===== config.mk =====
export PLATFORM = sky130hd
export DESIGN_NAME = hft_tree
export DESIGN_NICKNAME = d
export VERILOG_FILES = /design/src/hft_pkg.sv /design/src/hft_tree.sv
export SDC_FILE = /design/constraint.sdc
export NUM_CORES = 1
export LEC_CHECK = 0
export BUFFER_PORTS_ARGS = -buffer_cell sky130_fd_sc_hd__buf_2
export CORE_MARGIN = 2
export CORE_UTILIZATION = 42
export CTS_CLUSTER_SIZE = 24
export DETAILED_ROUTE_END_ITERATION = 12
export GPL_TIMING_DRIVEN = 0
export MAX_ROUTING_LAYER = met4
export PLACE_DENSITY = 0.62
export SLEW_MARGIN = 20
export SYNTH_ARGS = -nofsm -noshare
export SYNTH_HDL_FRONTEND = slang
export SYNTH_SLANG_ARGS = --single-unit

===== constraint.sdc =====
create_clock -name clk -period 31.8 [get_ports clk]
set_input_delay 9.54 -clock clk [delete_from_list [all_inputs] [get_ports clk]]
set_output_delay 9.54 -clock clk [all_outputs]
set_load 0.02 [all_outputs]

===== src/hft_pkg.sv =====
// ----------------------------------------------------------------------------
// hft_pkg: shared types and constants for the Hilbert FIR transformer
// Request structs, cell control, sample/product widths and the tap table.
// ----------------------------------------------------------------------------
package hft_pkg;

  localparam int SAMPLE_WIDTH    = 16;
  localparam int COEF_W          = 15;
  localparam int COEF_FRAC_BITS  = 15;
  localparam int DIFF_W          = SAMPLE_WIDTH + 1;
  localparam int PROD_W          = DIFF_W + COEF_W;
  localparam int HALF_LENGTH_DEF = 30;

  typedef struct packed {
    logic signed [SAMPLE_WIDTH-1:0] sample_in;
    logic                           trace_end;
  } in_req_t;

  typedef struct packed {
    logic signed [SAMPLE_WIDTH-1:0] sample_out;
    logic                           out_last;
  } out_req_t;

  typedef struct packed {
    logic shift;
    logic clear;
  } cell_ctrl_t;

  // Magnitude of the tapered tap at odd offset k, Q0.15; zero elsewhere.
  function automatic logic [COEF_W-1:0] coef(input int k);
    logic [COEF_W-1:0] c;
    unique case (k)
      1:       c = COEF_W'(20808);
      3:       c = COEF_W'(6797);
      5:       c = COEF_W'(3915);
      7:       c = COEF_W'(2628);
      9:       c = COEF_W'(1878);
      11:      c = COEF_W'(1379);
      13:      c = COEF_W'(1020);
      15:      c = COEF_W'(751);
      17:      c = COEF_W'(545);
      19:      c = COEF_W'(387);
      21:      c = COEF_W'(268);
      23:      c = COEF_W'(180);
      25:      c = COEF_W'(118);
      27:      c = COEF_W'(79);
      29:      c = COEF_W'(59);
      default: c = '0;
    endcase
    return c;
  endfunction

endpackage


===== src/hft_tree.sv =====
// ----------------------------------------------------------------------------
// hft_tree: registered adder tree, rounding, saturation and result register
// Sums the tap products one tree level per cycle unless a result stall holds
// the tree, then rounds half up and saturates into the result register.
// ----------------------------------------------------------------------------
module hft_tree #(
  parameter int NPAIR = (hft_pkg::HALF_LENGTH_DEF + 1) / 2
) (
  input  logic                                  clk,
  input  logic                                  rst,
  input  logic                                  prod_valid,
  input  logic                                  prod_last,
  input  logic signed [hft_pkg::PROD_W-1:0]     prod [NPAIR],
  output logic                                  prod_ready,
  output logic                                  result_valid,
  input  logic                                  result_stall,
  output hft_pkg::out_req_t                     result
);

  localparam int LVL    = (NPAIR > 1) ? $clog2(NPAIR) : 1;
  localparam int LEAVES = 1 << LVL;
  localparam int ACC_W  = hft_pkg::PROD_W + LVL;
  localparam int SH_W   = ACC_W - hft_pkg::COEF_FRAC_BITS + 1;
  localparam logic signed [ACC_W:0] RND = (ACC_W + 1)'(1) <<< (hft_pkg::COEF_FRAC_BITS - 1);
  localparam logic signed [SH_W-1:0] SAT_HI = SH_W'((2 ** (hft_pkg::SAMPLE_WIDTH - 1)) - 1);
  localparam logic signed [SH_W-1:0] SAT_LO = SH_W'(-(2 ** (hft_pkg::SAMPLE_WIDTH - 1)));

  logic signed [ACC_W-1:0] node [1:LEAVES-1];
  logic signed [ACC_W-1:0] all  [1:2*LEAVES-1];
  logic [LVL:0] tv;
  logic [LVL:0] tl;
  logic [LVL:0] ld;
  logic out_en;

  logic signed [ACC_W:0]                    biased;
  logic signed [SH_W-1:0]                   shifted;
  logic signed [hft_pkg::SAMPLE_WIDTH-1:0]  sat_val;

  assign out_en     = !result_valid || !result_stall;
  assign tv[LVL]    = prod_valid;
  assign tl[LVL]    = prod_last;
  assign ld[0]      = out_en;
  assign prod_ready = ld[LVL];

  for (genvar d = 1; d <= LVL; d++) begin : g_ld
    assign ld[d] = !tv[d-1] || ld[d-1];
  end

  for (genvar d = 0; d < LVL; d++) begin : g_stage
    always_ff @(posedge clk) begin
      if (rst) begin
        tv[d] <= 1'b0;
      end else if (ld[d+1]) begin
        tv[d] <= tv[d+1];
      end
    end

    always_ff @(posedge clk) begin
      if (ld[d+1]) begin
        tl[d] <= tl[d+1];
      end
    end
  end

  for (genvar i = 0; i < LEAVES; i++) begin : g_leaf
    if (i < NPAIR) begin : g_used
      assign all[LEAVES+i] = ACC_W'(prod[i]);
    end else begin : g_pad
      assign all[LEAVES+i] = '0;
    end
  end

  for (genvar i = 1; i < LEAVES; i++) begin : g_node
    localparam int D = $clog2(i + 1) - 1;
    always_ff @(posedge clk) begin
      if (ld[D+1]) begin
        node[i] <= all[2*i] + all[2*i+1];
      end
    end
    assign all[i] = node[i];
  end

  // round half up, then clamp to the sample range
  assign biased  = (ACC_W + 1)'(all[1]) + RND;
  assign shifted = $signed(biased[ACC_W:hft_pkg::COEF_FRAC_BITS]);

  always_comb begin
    priority if (shifted > SAT_HI) begin
      sat_val = hft_pkg::SAMPLE_WIDTH'(SAT_HI);
    end else if (shifted < SAT_LO) begin
      sat_val = hft_pkg::SAMPLE_WIDTH'(SAT_LO);
    end else begin
      sat_val = shifted[hft_pkg::SAMPLE_WIDTH-1:0];
    end
  end

  always_ff @(posedge clk) begin
    if (rst) begin
      result_valid <= 1'b0;
    end else if (out_en) begin
      result_valid <= tv[0];
    end
  end

  always_ff @(posedge clk) begin
    if (out_en) begin
      result.sample_out <= sat_val;
      result.out_last   <= tl[0];
    end
  end

endmodule


==> results_dict.tcl, run 1 <==
set metrics [dict create \
    yosys.area.top_type "edfxtp_1" \
    setup_tns_ns 0 \
    finalHoldViolCount 0 \
    synth-simple-area-share_pct 10.6 \
    rr_endpoint "node[0][246]$_DFFE_PP_" \
    syn_nets 4544 \
    synth_top_cells_by_area "edfxtp_1 (41%), ha_1 (15%), xnor2_1 (6.1%)" \
    synth.distinct_cells 95 \
    die_x_um 305 \
    critPathCaptureType "output port" \
    relSlewSlack_pct 26.7 \
    core_um2 89700 \
    nFillCells 8393 \
    yosysSeqAreaShare_pct 41.6 \
    antenna_found_initial 7 \
    place_ws_ns 10.27 \
    syn-instance-count 3585 \
    rsz0062_at_grt "no" \
    synth-seq-cells 527 \
    irDropWorstVdd_v 0.0000498 \
    slew_viol_final 0 \
    clockBufferDepth 3 \
    routed_wl_um 96100 \
    post_cts_buffers 0 \
    design_area_um2 44200 \
    final_antenna_net_count 0 \
    muxShareOfSynthArea_pct 0.191 \
    fin_skew_ns 0.0174 \
    fin_ws_ns 10.36 \
    synth_top_family_by_area "compound AO/OA/AOI/OAI gates" \
    ys_async_sr_fraction_pct 0 \
    status "completed" \
    yosys_warnings 0 \
    arrival_ns 11.90 \
    synth_area_um2 38000 \
    synth_xor_area_share_pct 9.30 \
    drt_drc_violations_left 0 \
    gp_congestion 0.923 \
    cts_tree "built" \
    fp.dieH_um 305 \
    row_count 110 \
    ctsResizeCount 0 \
    grt_pass1_vias 28456 \
    area_delta_synth_final_pct 16.4 \
    firstDrtPassIters 5 \
    grt_overflow 0 \
    drive_above_1_share_pct 16.0 \
    synth_edf_count 522 \
    htree_levels 2 \
    grt_start_max_net_pins 54 \
    dp.final_hpwl_um 78400 \
    hold_path.class "flop to flop" \
    nNetsFinal 5133 \
    clk_pin_slew_worst_paths_ns 0.06 \
    min_from "tl[0]$_DFFE_PP_" \
    synth_top_area_share_pct 41.3 \
    min_period_ns 21.44 \
    timing.rr.start "node[0][468]$_DFFE_PP_" \
    cts_root_buf "clkbuf_16" \
    start_kind "input port" \
    vias 29593 \
    grt_usage_pct 20.8 \
    drtIter0Drc 2241 \
    post-route-period-util_pct 67.4 \
    power-per-cell-area_nw_per_um2 86.0 \
    synth_fa_ha_area_share_pct 15.9 \
    timing_worst_setup_path_type "input port to output port" \
    routed_via_density 5.48 \
    routedWlPerCell_um 17.8 \
    portBuffers 503 \
    cts_sinks 527 \
    critPathCapture "prod_ready" \
    required_ns 22.26 \
    r2r_setup_slack_ns 27.84 \
    synth_ff_type "edfxtp_1" \
    die_area_um2 92800 \
    setup_violations 0 \
    initial_core_util_pct 42.3 \
    tightestPinTransition_ns 1.09 \
    ioPinCount 504 \
    avgSynthCellArea_um2 10.6 \
    startpoint "result_stall" \
    whs_ns 0.419 \
    synth_compound_area_share_pct 21.2 \
    cts_buffers 59 \
    grt_pass1_wl_um 151000 \
    ctsHoldBuffers 0 \
    fmax_ghz 0.0467 \
    max_cap_viol_count 0 \
    clk_latency_ns 0.61 \
    r2r_cells 11 \
    place_area_um2 42300 \
    cp_max_fo 15 \
    leakagePower_nw 19.3 \
]
critical path: stages:
cell and delay (ns):
buf_2 0.10, and3_1 0.15, clkbuf_1 0.33, nand4_1 0.45, buf_6 0.32, buf_6 0.17, buf_6 0.17, buf_6 0.17
buf_6 0.16, buf_6 0.17, buf_2 0.17
metrics by stage:
| stage | total power [W] | utilization [%] | instances |
|---|---|---|---|
| finish | 0.00380 | 49.2 | 5403 |
| floorplan | 0.00265 | - | 3585 |
| detailed placement | 0.00315 | 47.1 | 5289 |
| global placement | 0.00314 | 46.8 | 5264 |
| CTS | 0.00383 | 49.2 | 5398 |
| global route | 0.00410 | 49.2 | 5401 |
report_power, final:
| group | total, W | switching, W | internal, W |
|---|---|---|---|
| clock network | 0.000656 | 0.000275 | 0.000381 |
| registers | 0.00125 | 0.000111 | 0.00114 |
| logic | 0.00189 | 0.00108 | 0.000813 |
synth_stat cells (15+ instances only):
cell	number
nand2_1	188
o21bai_1	66
nor2b_1	39
o21a_1	65
a21oi_1	378
and2_1	23
nand4_1	41
o21ai_0	209
nor2_1	202
xnor2_1	266
a31oi_1	33
ha_1	461
nor3_1	45
a211oi_1	53
and3_1	43
clkbuf_1	27
nand2b_1	62
or3_1	15
o31ai_1	19
a21o_1	222
edfxtp_1	522
nand3_1	83
inv_1	93
or2_2	16
xor2_1	137
cell type report:
class	instances	area (um2)	share of cell area (%)
antenna	5	12.5	0.0283
buffer	33	149	0.337
inverter	93	349	0.790
tap	1176	1470	3.33
sequential	527	15800	35.7
timing repair buffer	528	2850	6.46
clock inverter	34	272	0.615
multi-input combinational	2932	21700	49.2
clock buffer	75	1580	3.57
metal layers:
layer  up-vias  global-route usage (%)  share of wire, %
met5         -                       -                 0
met4         0                    4.94               2.1
met3       128                    2.50               4.5
met2       660                    34.5                48
met1     13835                    27.3                45
li1      14970                       -                 -
logic make-up after synthesis:
kind of cell,Yosys count
flops,527
mux,7
xor+xnor,403
fa+ha+maj,474
buf+inv,126
simple gates,808
compound gates,1240
worst min path at each step:
stage	to	slack [ns]	depth (start not counted)
5_1_grt	result[0]$_DFFE_PP_	0.44	0
3_5_place_dp	result[0]$_DFFE_PP_	0.41	0
4_1_cts	tl[2]$_DFFE_PP_	0.42	0
6_report	result[0]$_DFFE_PP_	0.42	0
3_3_place_gp	tl[2]$_DFFE_PP_	0.40	0
2_1_floorplan	result[0]$_DFFE_PP_	0.40	0
sequential cells by signal, indices dropped and copies added (netlist names):
signal / count
result_valid: 1
result: 17
tv: 4
node: 501
tl: 4
layout by cell type, fill, tap and decap left out, types with 43 or more instances in the layout:
cell       synthesis  final
inv_1             93     93
nand2b_1          62     62
o21ai_0          209    209
nand2_1          188    187
xor2_1           137    137
nor3_1            45     45
and3_1            43     43
edfxtp_1         522    522
ha_1             461    461
o21bai_1          66     66
a21o_1           222    222
xnor2_1          266    266
buf_2              0    503
clkbuf_16          0     60
nor2_1           202    202
a21oi_1          378    378
nand3_1           83     82
a211oi_1          53     53
o21a_1            65     65
No activity file was read; power rests on OpenSTA's default activity.
==> run 2: changes to the inputs <==
ABC_AREA = 1   (was default)
clock period = 20.2 ns   (was 31.8 ns; I/O delays follow)
==> run 2 against run 1 <==
Compared with the run above: combinational power up 100%; die area up 17%; via count up 40%; worst hold slack worse by 0.0061 ns; critical path type unchanged; largest power group unchanged.
==> results_dict.tcl, run 2 <==
set metrics [dict create \
    grt_pass1_vias 40239 \
    max_cap_viol_count 0 \
    htree_levels 2 \
    routedWlPerCell_um 18.7 \
    drtIter0Drc 3210 \
    nNetsFinal 7287 \
    crit_chain "buf_2 > nand2_1 > nor2_1 > inv_1 > nor2_1 > inv_4 > nor2_1 > nand2_8 > buf_16 > buf_16 > buf_2" \
    rsz0062_at_grt "no" \
    synth-seq-cells 527 \
    place_area_um2 48800 \
    die_area_um2 108000 \
    core_um2 105000 \
    yosys_warnings 0 \
    path_buf_inv 6 \
    timing.rr.start "result_valid$_SDFFE_PP0P_" \
    area_delta_synth_final_pct 14.5 \
    yosys.area.top_type "edfxtp_1" \
    timing_worst_setup_path_type "input port to output port" \
    cts_sinks 527 \
    avgSynthCellArea_um2 7.70 \
    dp.final_hpwl_um 125000 \
    rr_endpoint "node[0][574]$_DFFE_PP_" \
    required_ns 14.14 \
    yosysMostFrequentCell "nand2_1" \
    leakagePower_nw 23.3 \
    synth_area_um2 44400 \
    start_kind "input port" \
    top_regs "node (501), result (17)" \
    cts_buffers 60 \
    r2r_cells 9 \
    crit_top_cell "nor2_1" \
    slew_viol_final 0 \
    min_period_ns 16.12 \
    ioPinCount 504 \
    fin_skew_ns 0.0302 \
    portBuffers 503 \
    cp_slowest_stage_delay_ns 0.57 \
    final_antenna_net_count 0 \
    largest_reg_flops 501 \
    syn-instance-count 5759 \
    clockBufferDepth 3 \
    syn_nets 6718 \
    synth_top_area_share_pct 35.3 \
    grt_overflow 0 \
    worst-path-stages 11 \
    grt_usage_pct 27.3 \
    clk_pin_slew_worst_paths_ns 0.06 \
    post_cts_buffers 0 \
    tightestPinTransition_ns 0.951 \
    yosys-top-cells-count "nand2_1 (1491), nor2_1 (672), a21oi_1 (618)" \
    mostFrequentLayoutCells "nand2_1 (1490), nor2_1 (672), a21oi_1 (618)" \
    post-route-period-util_pct 79.8 \
    setup_violations 0 \
    initial_core_util_pct 42.3 \
    ctsResizeCount 0 \
    gp_congestion 0.979 \
    grt_pass1_wl_um 224000 \
    drive_above_1_share_pct 9.87 \
    final_util_pct 48.4 \
    arrival_ns 10.06 \
    startpoint "result_stall" \
    regMostFlops "node" \
    routed_wl_um 145000 \
    drt_drc_violations_left 0 \
    r2r_setup_slack_ns 15.90 \
    setup_tns_ns 0 \
    synth_edf_count 522 \
    hold_path.class "flop to flop" \
    die_x_um 329 \
    slowest_stage "nor2_1" \
    grt_start_max_net_pins 115 \
    vias 41567 \
    cts_root_buf "clkbuf_16" \
    firstDrtPassIters 5 \
    row_count 119 \
    design_area_um2 50800 \
    synth.distinct_cells 40 \
    routed_via_density 5.35 \
    whs_ns 0.413 \
    p_total_w 0.00697 \
    clk_latency_ns 0.63 \
    critPathTopFamily "simple AND/OR/NAND/NOR gates" \
    cts_tree "built" \
    synth_ff_type "edfxtp_1" \
    fmax_ghz 0.0620 \
    finalHoldViolCount 0 \
    ys_async_sr_fraction_pct 0 \
    layout_commonest_cell "nand2_1" \
    relSlewSlack_pct 36.5 \
    power-per-cell-area_nw_per_um2 137 \
    critPathCaptureType "output port" \
    antenna_found_initial 7 \
    irDropWorstVdd_v 0.0000933 \
    status "completed" \
    critPathCapture "prod_ready" \
    synth_top_cells_by_area "edfxtp_1 (35%), ha_1 (13%), nand2_1 (13%)" \
    ctsHoldBuffers 0 \
    fp.dieH_um 329 \
    yosysSeqAreaShare_pct 35.6 \
    cp_max_fo 103 \
]
run 2: worst min-delay path by stage:
stage / startpoint / end / slack [ns] / cells past startpoint
final: tl[0]$_DFFE_PP_ / result[0]$_DFFE_PP_ / 0.41 / 0
after global routing: tl[0]$_DFFE_PP_ / result[0]$_DFFE_PP_ / 0.42 / 0
after global placement: tl[2]$_DFFE_PP_ / tl[1]$_DFFE_PP_ / 0.40 / 0
after floorplan: tl[0]$_DFFE_PP_ / result[0]$_DFFE_PP_ / 0.40 / 0
after CTS: tl[0]$_DFFE_PP_ / result[0]$_DFFE_PP_ / 0.42 / 0
after detailed placement: tl[0]$_DFFE_PP_ / result[0]$_DFFE_PP_ / 0.41 / 0
run 2: final cells by class:
class,instances,area (um2)
timing repair buffer,507,2630
multi-input combinational,4731,26700
clock buffer,74,1620
antenna,5,12.5
sequential,527,15800
tap,1391,1740
fill,10553,54100
buffer,7,51.3
clock inverter,40,428
inverter,494,1860
run 2: routing by layer:
metal,share of wire (%),track usage (%),vias up
met5,0,-,-
met4,2.2,6.09,0
met3,4.4,1.88,143
met2,47,44.8,1137
met1,47,37.0,19204
li1,-,-,21083
run 2: worst reg2reg max path, stage by stage (launching register included):
cell	delay (ns)
dfxtp_1	0.32
nand2_1	0.43
nor2_1	0.22
inv_1	0.43
nor2_1	0.34
inv_4	0.14
nor2_1	0.57
nand2_8	0.44
buf_16	0.51
buf_16	0.48
run 2: kinds of logic after synthesis:
family | synth area share, %
AO/OA/AOI/OAI | 14.9
XOR/XNOR | 6.38
adder cells (fa/ha/maj) | 13.6
buffers and inverters | 4.29
flip-flops | 35.6
AND/OR/NAND/NOR | 25.3
run 2: power breakdown:
group / internal (W) / switching (W) / leakage [nW]
Clock: 0.000661 / 0.000459 / 0.990
Combinational: 0.00126 / 0.00252 / 16.7
Sequential: 0.00180 / 0.000266 / 5.59
run 2: through the flow:
stage,setup slack (ns),instances
CTS,4.12,7771
detailed placement,4.11,7657
floorplan,1.97,5759
global route,3.77,7776
global placement,-0.947,7653
finish,4.08,7776
