### src/hft_pkg.sv
// ----------------------------------------------------------------------------
// hft_pkg: shared types and constants for the Hilbert FIR transformer
// Request structs, cell control, sample/product widths and the tap table.
// ----------------------------------------------------------------------------
package hft_pkg;

  localparam int SAMPLE_WIDTH    = 16;
  localparam int COEF_W          = 15;
  localparam int COEF_FRAC_BITS  = 15;
  localparam int DIFF_W          = SAMPLE_WIDTH + 1;
  localparam int PROD_W          = DIFF_W + COEF_W;
  localparam int HALF_LENGTH_DEF = 30;

  typedef struct packed {
    logic signed [SAMPLE_WIDTH-1:0] sample_in;
    logic                           trace_end;
  } in_req_t;

  typedef struct packed {
    logic signed [SAMPLE_WIDTH-1:0] sample_out;
    logic                           out_last;
  } out_req_t;

  typedef struct packed {
    logic shift;
    logic clear;
  } cell_ctrl_t;

  // Magnitude of the tapered tap at odd offset k, Q0.15; zero elsewhere.
  function automatic logic [COEF_W-1:0] coef(input int k);
    logic [COEF_W-1:0] c;
    unique case (k)
      1:       c = COEF_W'(20808);
      3:       c = COEF_W'(6797);
      5:       c = COEF_W'(3915);
      7:       c = COEF_W'(2628);
      9:       c = COEF_W'(1878);
      11:      c = COEF_W'(1379);
      13:      c = COEF_W'(1020);
      15:      c = COEF_W'(751);
      17:      c = COEF_W'(545);
      19:      c = COEF_W'(387);
      21:      c = COEF_W'(268);
      23:      c = COEF_W'(180);
      25:      c = COEF_W'(118);
      27:      c = COEF_W'(79);
      29:      c = COEF_W'(59);
      default: c = '0;
    endcase
    return c;
  endfunction

endpackage

### src/hft_cell.sv
// ----------------------------------------------------------------------------
// hft_cell: one stage of the sample delay line
// Holds one sample, takes its neighbour's sample on a shift, clears to zero.
// ----------------------------------------------------------------------------
module hft_cell (
  input  logic                                   clk,
  input  hft_pkg::cell_ctrl_t                    ctrl,
  input  logic signed [hft_pkg::SAMPLE_WIDTH-1:0] prev,
  output logic signed [hft_pkg::SAMPLE_WIDTH-1:0] tap
);

  always_ff @(posedge clk) begin
    if (ctrl.clear) begin
      tap <= '0;
    end else if (ctrl.shift) begin
      tap <= prev;
    end
  end

endmodule

### config.mk
export PLATFORM = sky130hd
export DESIGN_NAME = hft_cell
export DESIGN_NICKNAME = d
export VERILOG_FILES = /design/src/hft_pkg.sv /design/src/hft_cell.sv
export SDC_FILE = /design/constraint.sdc
export NUM_CORES = 1
export LEC_CHECK = 0
export BUFFER_PORTS_ARGS = -buffer_cell sky130_fd_sc_hd__buf_4
export CORE_MARGIN = 2
export CORE_UTILIZATION = 36
export DETAILED_ROUTE_END_ITERATION = 7
export GPL_TIMING_DRIVEN = 0
export PLACE_DENSITY = 0.71
export SLEW_MARGIN = 10
export SYNTH_ARGS = -nofsm -noshare
export SYNTH_HDL_FRONTEND = slang
export SYNTH_SLANG_ARGS = --single-unit
### constraint.sdc
create_clock -name clk -period 0.8 [get_ports clk]
set_input_delay 0.24 -clock clk [delete_from_list [all_inputs] [get_ports clk]]
set_output_delay 0.24 -clock clk [all_outputs]
set_load 0.01 [all_outputs]
==> results of run 1 <==
-- cells in the final DEF (no fill, tap or decap), drive strengths merged --
cell type | synthesis | final
nor2 | 16 | 16
dfxtp | 16 | 16
clkbuf | 0 | 4
buf | 4 | 37
mux2i | 16 | 16
-- area by class of cell --
cell class	instances	share of cell area, %
flip-flops and latches	16	34.7
repair buffers	33	31.4
multi-input cells	32	22.9
plain buffers	4	5.24
clock buffers	4	3.70
well taps	16	2.04
-- worst register-to-register path: stages (launching register included) --
cell	delay, ns
dfxtp_2	0.33
buf_4	0.13
mux2i_2	0.16
nor2_1	0.05
-- logic make-up after synthesis --
group                  count (synthesis)
flip-flops                            16
AND/OR/NAND/NOR                       16
multiplexers                          16
buffers and inverters                  4
-- path summary, 6_finish.rpt --
kind           start      to  depth (start not counted)
max           tap[3]  tap[3]                          1
min          prev[0]  tap[0]                          3
min reg2reg   tap[0]  tap[0]                          2
max reg2reg   tap[7]  tap[7]                          3
-- report_power, final --
part	leakage [nW]	switching, mW	internal [mW]	total, mW
logic	0.326	0.115	0.207	0.322
clock network	0.0210	0.248	0.277	0.525
registers	0.138	0.0311	0.853	0.884
-- per-layer routing --
metal  wire [µm]  vias up  global-route usage, %
met5           0        -                      0
met4          34        0                   10.9
met3          53        4                   1.22
met2         689       16                   26.2
met1         522      218                   16.2
li1            -      245                      -
-- per-stage QoR --
step / setup TNS, ns / util [%] / cells / worst slack, ns
6_report: -2.67 / 65.0 / 105 / -0.175
5_1_grt: -3.23 / 65.0 / 105 / -0.211
2_1_floorplan: 0 / - / 52 / 0.00696
3_5_place_dp: -0.903 / 56.6 / 100 / -0.0927
3_3_place_gp: -0.880 / 56.6 / 100 / -0.0891
4_1_cts: -2.81 / 64.3 / 104 / -0.182
-- repair_timing --
item | CTS | global route
endpoints found under the setup margin | 16 | 16
resized for setup | 32 | 1
hold endpoints to repair | 0 | 0
setup buffers | 0 | 1
==> impl_metrics.csv, run 1 <==
group,metric,value,unit
worst_setup_path,critical_path_buf_inv_count,1,
yosys,synth_top_area_share,55.2,%
worst_setup_path,r2r_setup_slack,0.03,ns
yosys,ys_async_sr_fraction,0,%
clock_tree,clk_latency,0.28,ns
clock_tree,cts_buffer_depth,2,
power,p_total,1.73,mW
sta,clock_skew,0,ns
sta,finalSetupViolCount,16,
clock_tree,clkSinkCount,16,
yosys,synth_top_area_cell,"dfxtp_1",
yosys,synth_compound_area_share,0,%
detailed_routing,first_pass_iters,1,
die,dieWidth,44.2,µm
yosys,synthSimpleGateAreaFrac,10.3,%
grt,grt-ovfl-total,0,
detailed_routing,routed_wl,1300,µm
yosys,yosysWarnings,0,
final_layout,syn2layout_area_growth,68.8,%
worst_setup_path,slowest_stage,"dfxtp_2",
yosys,synth_commonest_cells,"dfxtp_1 (16), mux2i_1 (16), nor2_1 (16)",
final_layout,fin_area,980,µm²
sta,fmax,1.03,GHz
yosys,syn_inst,52,
final_layout,largest_reg_flops,16,
worst_setup_path,cp.arrival,0.74,ns
yosys,yosysSeqAreaShare,55.2,%
yosys,synth_edf_count,0,
die,core_area,1510,µm²
die,start_util,38.5,%
final_layout,drive_gt1_share,64.0,%
yosys,synth_seq_cells,16,
yosys,synth_top_family_by_area,"multiplexers",
worst_setup_path,cp_top_family,"flip-flops",
detailed_routing,drt-initial-drc-count,0,
clock_tree,h-tree-depth,1,
clock_tree,path_clk_slew,0.09,ns
yosys,synthAdderAreaFrac,0,%
sta,rsz0062_at_grt,"yes",
die,rows,14,
final_layout,fillers,127,
worst_setup_path,cpPeakStageDelay,0.34,ns
flow_run,drv_cap,0,
place,placed_area,852,µm²
worst_hold_path,hp-class,"input pin to flip-flop",
worst_setup_path,critPathLaunchType,"flip-flop",
yosys,synth.distinct_cells,7,
worst_setup_path,worstPathRequired,0.56,ns
final_layout,reg.largest.list,"tap: 16 flops",
yosys,synthFlopType,"dfxtp_1",
yosys,synth_xor_area_share,0,%
power,p_per_area,1770,nW/µm²
clock_tree,cts_tree,"done",
outcome,outcome,"finished, violations left",
grt,track_usage,14.7,%
power,p_leak,0.485,nW
final_layout,largest_register,"tap",
final_layout,multi_input_area,224,µm²
yosys,syn_nets,71,
detailed_routing,ant_nets,0,
grt,antenna_found_initial,0,
grt,grt_pass1_vias,507,
outcome,failed_checks,"setup timing",
detailed_routing,wire_per_inst,12.4,µm
place,portBuffers,32,
final_layout,ff_latch_area,340,µm²
grt,grt_max_degree,11,
die,ioPinCount,35,
worst_setup_path,crit_chain,"buf_6",
die,die_h,44.2,µm
clock_tree,root_buffer,"clkbuf_4",
worst_setup_path,cp_max_fo,2,
detailed_routing,drc,0,
detailed_routing,routed_via_density,4.60,
final_layout,fin_nets,109,
worst_setup_path,endpoint_kind,"output port",
sta,finalWorstPathRequiredPeriod,0.975,ns
sta,drv_slew,0,
worst_setup_path,worstSetupPathType,"flip-flop to output port",
yosys,muxShareOfSynthArea,27.6,%
die,die_area,1950,µm²
yosys,synth.avg_cell_area,11.2,µm²
clock_tree,cts_hold_buffers,0,
place,dpl.hpwl,903,µm
place,gp_congestion,0.671,
power,peakVddDrop,1.07,mV
sta,whs,0.187,ns
sta,setup_slack,-0.175,ns
grt,grt_pass1_wl,2070,µm
sta,period_share,122,%
detailed_routing,vias,483,
final_layout,antenna_cells,0,
sta,worstMarginPinSlew,0.304,ns
yosys,netlist_area,581,µm²
sta,relSlewSlack,79.7,%
clock_tree,cts_buffers,3,
sta,hold_violations,0,
yosys,synth_area_leaders,"dfxtp_1 (55%), mux2i_1 (28%), nor2_1 (10%)",
Power figures use the tool's default switching activity.
==> run 2: changes to the inputs <==
- CORE_MARGIN: 2 -> 5
- SETUP_SLACK_MARGIN: default -> 0.2
- SKIP_LAST_GASP: default -> 1
==> run 2 against run 1 <==
  * The flow still finishes with violations (setup timing)
  * Global-route usage down 2.7 points
  * Count of clock-buffer cells in the layout unchanged
  * Clock skew unchanged
  * First-iteration DRC count unchanged
  * Critical path depth unchanged
  * Non-clock buffer count up 1
  * Core utilization about the same
  * Die area up 29%
  * Sequential cell count unchanged
  * Critical path type unchanged
==> impl_metrics.csv, run 2 (same netlist as run 1, synthesis figures left out) <==
group,metric,value,unit
sta,fmax,1.03,GHz
worst_setup_path,slowest_stage,"dfxtp_2",
die,rows,14,
final_layout,reg.largest.list,"tap: 16 flops",
detailed_routing,ant_nets,0,
clock_tree,h-tree-depth,1,
clock_tree,cts_buffers,3,
clock_tree,cts_buffer_depth,2,
final_layout,fin_nets,110,
grt,grtUsageMet2,22.2,%
clock_tree,cts_tree,"done",
worst_setup_path,cpPeakStageDelay,0.34,ns
die,start_util,38.1,%
detailed_routing,first_pass_iters,1,
worst_hold_path,hold_depth,3,
sta,period_share,122,%
final_layout,largest_reg_flops,16,
flow_run,drv_cap,0,
worst_hold_path,hp-start,"prev[5]",
clock_tree,clk_latency,0.28,ns
worst_setup_path,ff2ff_path_depth,4,
detailed_routing,routed_via_density,4.58,
place,portBuffers,32,
final_layout,ff_latch_area,340,µm²
worst_setup_path,worstPathRequired,0.56,ns
die,dieWidth,50.2,µm
grt,grt-ovfl-total,0,
grt,antenna_found_initial,0,
worst_setup_path,critical_path_buf_inv_count,1,
worst_setup_path,cp_max_fo,2,
sta,rsz0062_at_grt,"yes",
power,p_leak,0.493,nW
sta,whs,0.190,ns
power,p_total,1.74,mW
final_layout,multi_input_area,220,µm²
sta,setup_slack,-0.174,ns
final_layout,drive_gt1_share,63.3,%
worst_setup_path,r2r_setup_slack,-0.05,ns
place,gp_congestion,0.667,
grt,track_usage,12.0,%
power,peakVddDrop,0.920,mV
worst_setup_path,r2r_start,"tap[13]",
sta,relSlewSlack,80.4,%
worst_setup_path,critPathLaunchType,"flip-flop",
grt,met3_usage,2.37,%
worst_hold_path,hold_end,"tap[5]",
outcome,failed_checks,"setup timing",
detailed_routing,wire_per_inst,13.2,µm
sta,worstMarginPinSlew,0.293,ns
sta,drv_slew,0,
final_layout,fillers,132,
worst_hold_path,hp-class,"input pin to flip-flop",
clock_tree,root_buffer,"clkbuf_4",
detailed_routing,vias,486,
final_layout,largest_register,"tap",
place,dpl.hpwl,1040,µm
worst_setup_path,worstSetupPathType,"flip-flop to output port",
die,die_h,50.2,µm
worst_setup_path,crit_chain,"buf_6",
grt,grt_pass1_wl,2240,µm
sta,hold_violations,0,
detailed_routing,routed_wl,1400,µm
die,core_area,1520,µm²
worst_setup_path,cp.arrival,0.73,ns
detailed_routing,drt-initial-drc-count,0,
final_layout,syn2layout_area_growth,70.7,%
grt,grt.busiest_layer,"met2",
final_layout,final_common_cell,"buf_6",
final_layout,post-route-util,65.0,%
sta,finalWorstPathRequiredPeriod,0.974,ns
grt,grt_pass1_vias,505,
grt,met1_usage,11.3,%
die,die_area,2520,µm²
worst_setup_path,reg2reg_to,"tap[13]",
die,ioPinCount,35,
sta,clock_skew,0,ns
outcome,outcome,"finished, violations left",
clock_tree,clkSinkCount,16,
worst_setup_path,cp_top_family,"flip-flops",
detailed_routing,drc,0,
grt,grt_max_degree,11,
final_layout,antenna_cells,0,
worst_setup_path,endpoint_kind,"output port",
final_layout,mostFrequentLayoutCells,"buf_6 (18), buf_4 (17), mux2i_1 (16), nor2_1 (16), dfxtp_2 (16)",
clock_tree,path_clk_slew,0.10,ns
sta,finalSetupViolCount,17,
power,p_per_area,1760,nW/µm²
==> run 2: how the worst max path moves through the flow <==
stage / endpoint / cells past startpoint / slack, ns / from
CTS: tap[1] / 1 / -0.18 / tap[1]
global placement: tap[10] / 3 / -0.11 / ctrl[0]
detailed placement: tap[7] / 3 / -0.11 / ctrl[0]
floorplan: tap[10] / 4 / 0.007 / ctrl[1]
finish: tap[11] / 1 / -0.17 / tap[11]
global route: tap[15] / 1 / -0.21 / tap[15]
==> run 2: worst min-delay path, cell delays in order <==
cell and delay [ns]:
buf_4 0.08, mux2i_1 0.05, nor2_1 0.07
==> run 2: layout make-up <==
type	instances	share of cell area, %
sequential	16	34.3
buffer	4	5.18
timing repair buffer	34	32.6
clock buffer	4	3.66
tap	16	2.02
multi-input combinational	32	22.2
==> run 2: what timing repair did <==
item	in CTS	in global routing
pin swaps	0	3
hold buffers	0	0
resized for setup	32	2
endpoints found under the setup margin	22	32
setup buffers	1	1
==> run 2: report_power, final <==
group / internal, mW / switching (mW) / total, mW
clock network: 0.277 / 0.255 / 0.532
registers: 0.853 / 0.0318 / 0.885
logic: 0.212 / 0.115 / 0.327
==> run 2: metrics by stage <==
step / std cells / setup WS, ns / instance area, µm² / setup TNS [ns]
after floorplan: 52 / 0.00696 / 592 / 0
after global placement: 100 / -0.109 / 852 / -1.07
after detailed placement: 100 / -0.106 / 852 / -0.953
after CTS: 105 / -0.183 / 976 / -2.85
after global routing: 106 / -0.211 / 991 / -3.36
final: 106 / -0.174 / 991 / -2.75
==> run 2: metal layers <==
metal,up-vias,share of wire (%)
li1,246,-
met1,226,36
met2,12,59
met3,2,4.2
met4,0,1.4
met5,-,0
==> run 3: changes to the inputs <==
- ABC_AREA: default -> 1
- CORE_UTILIZATION: 36 -> 45
- PLACE_DENSITY: 0.71 -> 0.8
- clock period: 0.8 -> 1.15 ns (I/O delays scaled with it)
==> run 3 against run 2 <==
  * The flow now finishes without violations
  * Largest power group unchanged
  * Cell area rose by 8.0%
  * Cell count is 47% higher
  * Register-to-register slack better by 0.50 ns
  * Critical endpoint is now tap[3]
  * First-iteration DRC count is 7 higher
  * Power fell by 27%
  * Largest cell class unchanged
  * Sequential power shrank 29%
  * Combinational power decreased by 19%
  * Via count up 39%
  * Non-clock buffer count grew 1
==> impl_metrics.csv, run 3 <==
group,metric,value,unit
outcome,outcome,"completed",
detailed_routing,routed_wl,1580,µm
final_layout,largest_register,"tap",
clock_tree,h-tree-depth,1,
yosys,synth_seq_cells,16,
power,p_leak,0.610,nW
power,peakVddDrop,0.774,mV
power,p_per_area,1180,nW/µm²
power,p_sw_share,25.0,%
sta,worstMarginPinSlew,0.204,ns
grt,grt_pass1_vias,689,
sta,clock_skew,0,ns
detailed_routing,routed_via_density,4.34,
detailed_routing,first_pass_iters,4,
sta,hold_violations,0,
die,die_h,48.6,µm
power,p_total,1.26,mW
die,core_area,1450,µm²
grt,antenna_found_initial,0,
place,dpl.hpwl,1160,µm
yosys,synth.avg_cell_area,6.64,µm²
place,gp_congestion,0.756,
sta,drv_slew,0,
detailed_routing,wire_per_inst,10.1,µm
final_layout,largest_reg_flops,16,
detailed_routing,drc,0,
worst_setup_path,cpPeakStageDelay,0.34,ns
clock_tree,root_buffer,"clkbuf_4",
sta,fin_tns_setup,0,ns
yosys,netlist_area,671,µm²
yosys,syn_nets,120,
final_layout,drive_gt1_share,43.6,%
yosys,ys_async_sr_fraction,0,%
final_layout,multi_input_area,245,µm²
clock_tree,path_clk_slew,0.10,ns
power,p_sw,316,µW
clock_tree,cts_buffers,3,
yosys,synth.distinct_cells,7,
clock_tree,cts_buffer_depth,2,
final_layout,reg.largest.list,"tap: 16 flops",
die,ioPinCount,35,
final_layout,mostFrequentLayoutCells,"nand2_1 (32), nor2_1 (30), buf_4 (20)",
power,p_clk_share,29.5,%
worst_setup_path,slowest_stage,"dfxtp_2",
power,seqPwrFrac,49.6,%
worst_setup_path,worstSetupPathType,"flip-flop to output port",
sta,setup_slack,0.0636,ns
clock_tree,cts_hold_buffers,0,
worst_setup_path,cp_max_fo,2,
place,portBuffers,34,
yosys,syn_inst,101,
sta,period_share,94.5,%
yosys,synthFlopType,"dfxtp_1",
worst_setup_path,cp.arrival,0.74,ns
power,p_int,948,µW
detailed_routing,drt-initial-drc-count,7,
yosys,synth_commonest_cells,"nand2_1 (32), nor2_1 (30), inv_1 (17)",
worst_hold_path,hold_depth,4,
yosys,synth_top_area_cell,"dfxtp_1",
final_layout,ff_latch_area,340,µm²
worst_setup_path,critical_path_buf_inv_count,1,
sta,finalSetupViolCount,0,
clock_tree,clkSinkCount,16,
power,power_frac_comb,20.9,%
final_layout,fillers,124,
worst_setup_path,worst-path-stages,1,
grt,track_usage,13.6,%
yosys,synth_edf_count,0,
sta,fmax,0.920,GHz
die,die_area,2360,µm²
yosys,synth_top_area_share,47.8,%
clock_tree,cts_tree,"done",
worst_setup_path,endpoint_kind,"output port",
sta,finalWorstPathRequiredPeriod,1.09,ns
sta,relSlewSlack,86.4,%
final_layout,antenna_cells,0,
grt,grt-ovfl-total,0,
die,start_util,46.1,%
clock_tree,clk_latency,0.29,ns
die,dieWidth,48.6,µm
final_layout,post-route-util,73.6,%
sta,rsz0062_at_grt,"yes",
flow_run,drv_cap,0,
yosys,yosysMostFrequentCell,"nand2_1",
worst_setup_path,ff2ff_path_depth,3,
yosys,yosysWarnings,0,
die,rows,14,
grt,grt_pass1_wl,2690,µm
worst_setup_path,worstPathRequired,0.81,ns
detailed_routing,vias,677,
worst_setup_path,critPathLaunchType,"flip-flop",
final_layout,final_common_cell,"nand2_1",
worst_setup_path,crit_chain,"buf_6",
place,post-place-ws,0.106,ns
detailed_routing,ant_nets,0,
worst_hold_path,hp-class,"input pin to flip-flop",
yosys,yosysSeqAreaShare,47.8,%
final_layout,syn2layout_area_growth,59.5,%
yosys,synth_area_leaders,"dfxtp_1 (48%), nand2_1 (18%), nor2_1 (17%)",
final_layout,fin_nets,160,
worst_setup_path,cp_top_family,"flip-flops",
grt,grt_max_degree,11,
## run 3: changes by cell type after synthesis, sizes merged
cell / delta
nand2: +32
inv: +17
mux2i: -16
nor2: +16
## run 3: worst register-to-register path, stage by stage (launching register included)
cell and delay, ns:
dfxtp_2 0.34, buf_4 0.13, nor2_1 0.09, nor2_1 0.05
## run 3: cell type report
type	instances	share of cell area [%]
Multi-Input combinational cell	64	22.9
Clock buffer	4	3.39
Inverter	17	5.96
Buffer	4	3.86
Sequential cell	16	31.8
Tap cell	16	1.87
Timing Repair Buffer	35	30.2
## run 3: final timing paths
kind / from / end / slack [ns]
max: tap[3] / tap[3] / 0.06
min: ctrl[1] / tap[15] / 0.33
max reg2reg: tap[14] / tap[14] / 0.45
min reg2reg: tap[6] / tap[6] / 0.48
## run 3: routing by layer
layer  GRT usage, %  part of all wire, %
met1           15.2                   43
met2           23.0                   46
met3           5.52                  9.8
met4           4.48                  1.1
met5              0                    0
## run 3: stage by stage
step                      instances  hold slack (ns)  instance area [µm²]
after floorplan                 101            0.492                  671
after global placement          151            0.459                  946
after detailed placement        151            0.466                  946
after CTS                       155            0.337                 1060
after global routing            156            0.352                 1070
final                           156            0.335                 1070
## run 3: kinds of logic (layout without fill, tap and decap cells)
| group | Yosys count | in the layout | synth area share, % |
|---|---|---|---|
| flip-flops | 16 | 16 | 47.8 |
| buffers and inverters | 21 | 60 | 15.7 |
| AND/OR/NAND/NOR | 64 | 64 | 36.6 |
## run 3: repair_timing
item                                   in CTS  in global routing
endpoints found under the hold margin       0                  0
pin swaps                                   0                  0
setup buffers                               0                  1
setup endpoints to repair                  16                 16
gates resized for setup                    32                  0
## run 3: power groups by stage
| stage | Sequential [mW] | Combinational, mW | Clock (mW) |
|---|---|---|---|
| 3_5_place_dp | 0.625 | 0.239 | 0 |
| 4_1_cts | 0.627 | 0.263 | 0.379 |
| 2_1_floorplan | 0.643 | 0.0963 | 0 |
| 6_report | 0.627 | 0.264 | 0.373 |
| 5_1_grt | 0.631 | 0.294 | 0.411 |
| 3_3_place_gp | 0.623 | 0.235 | 0 |
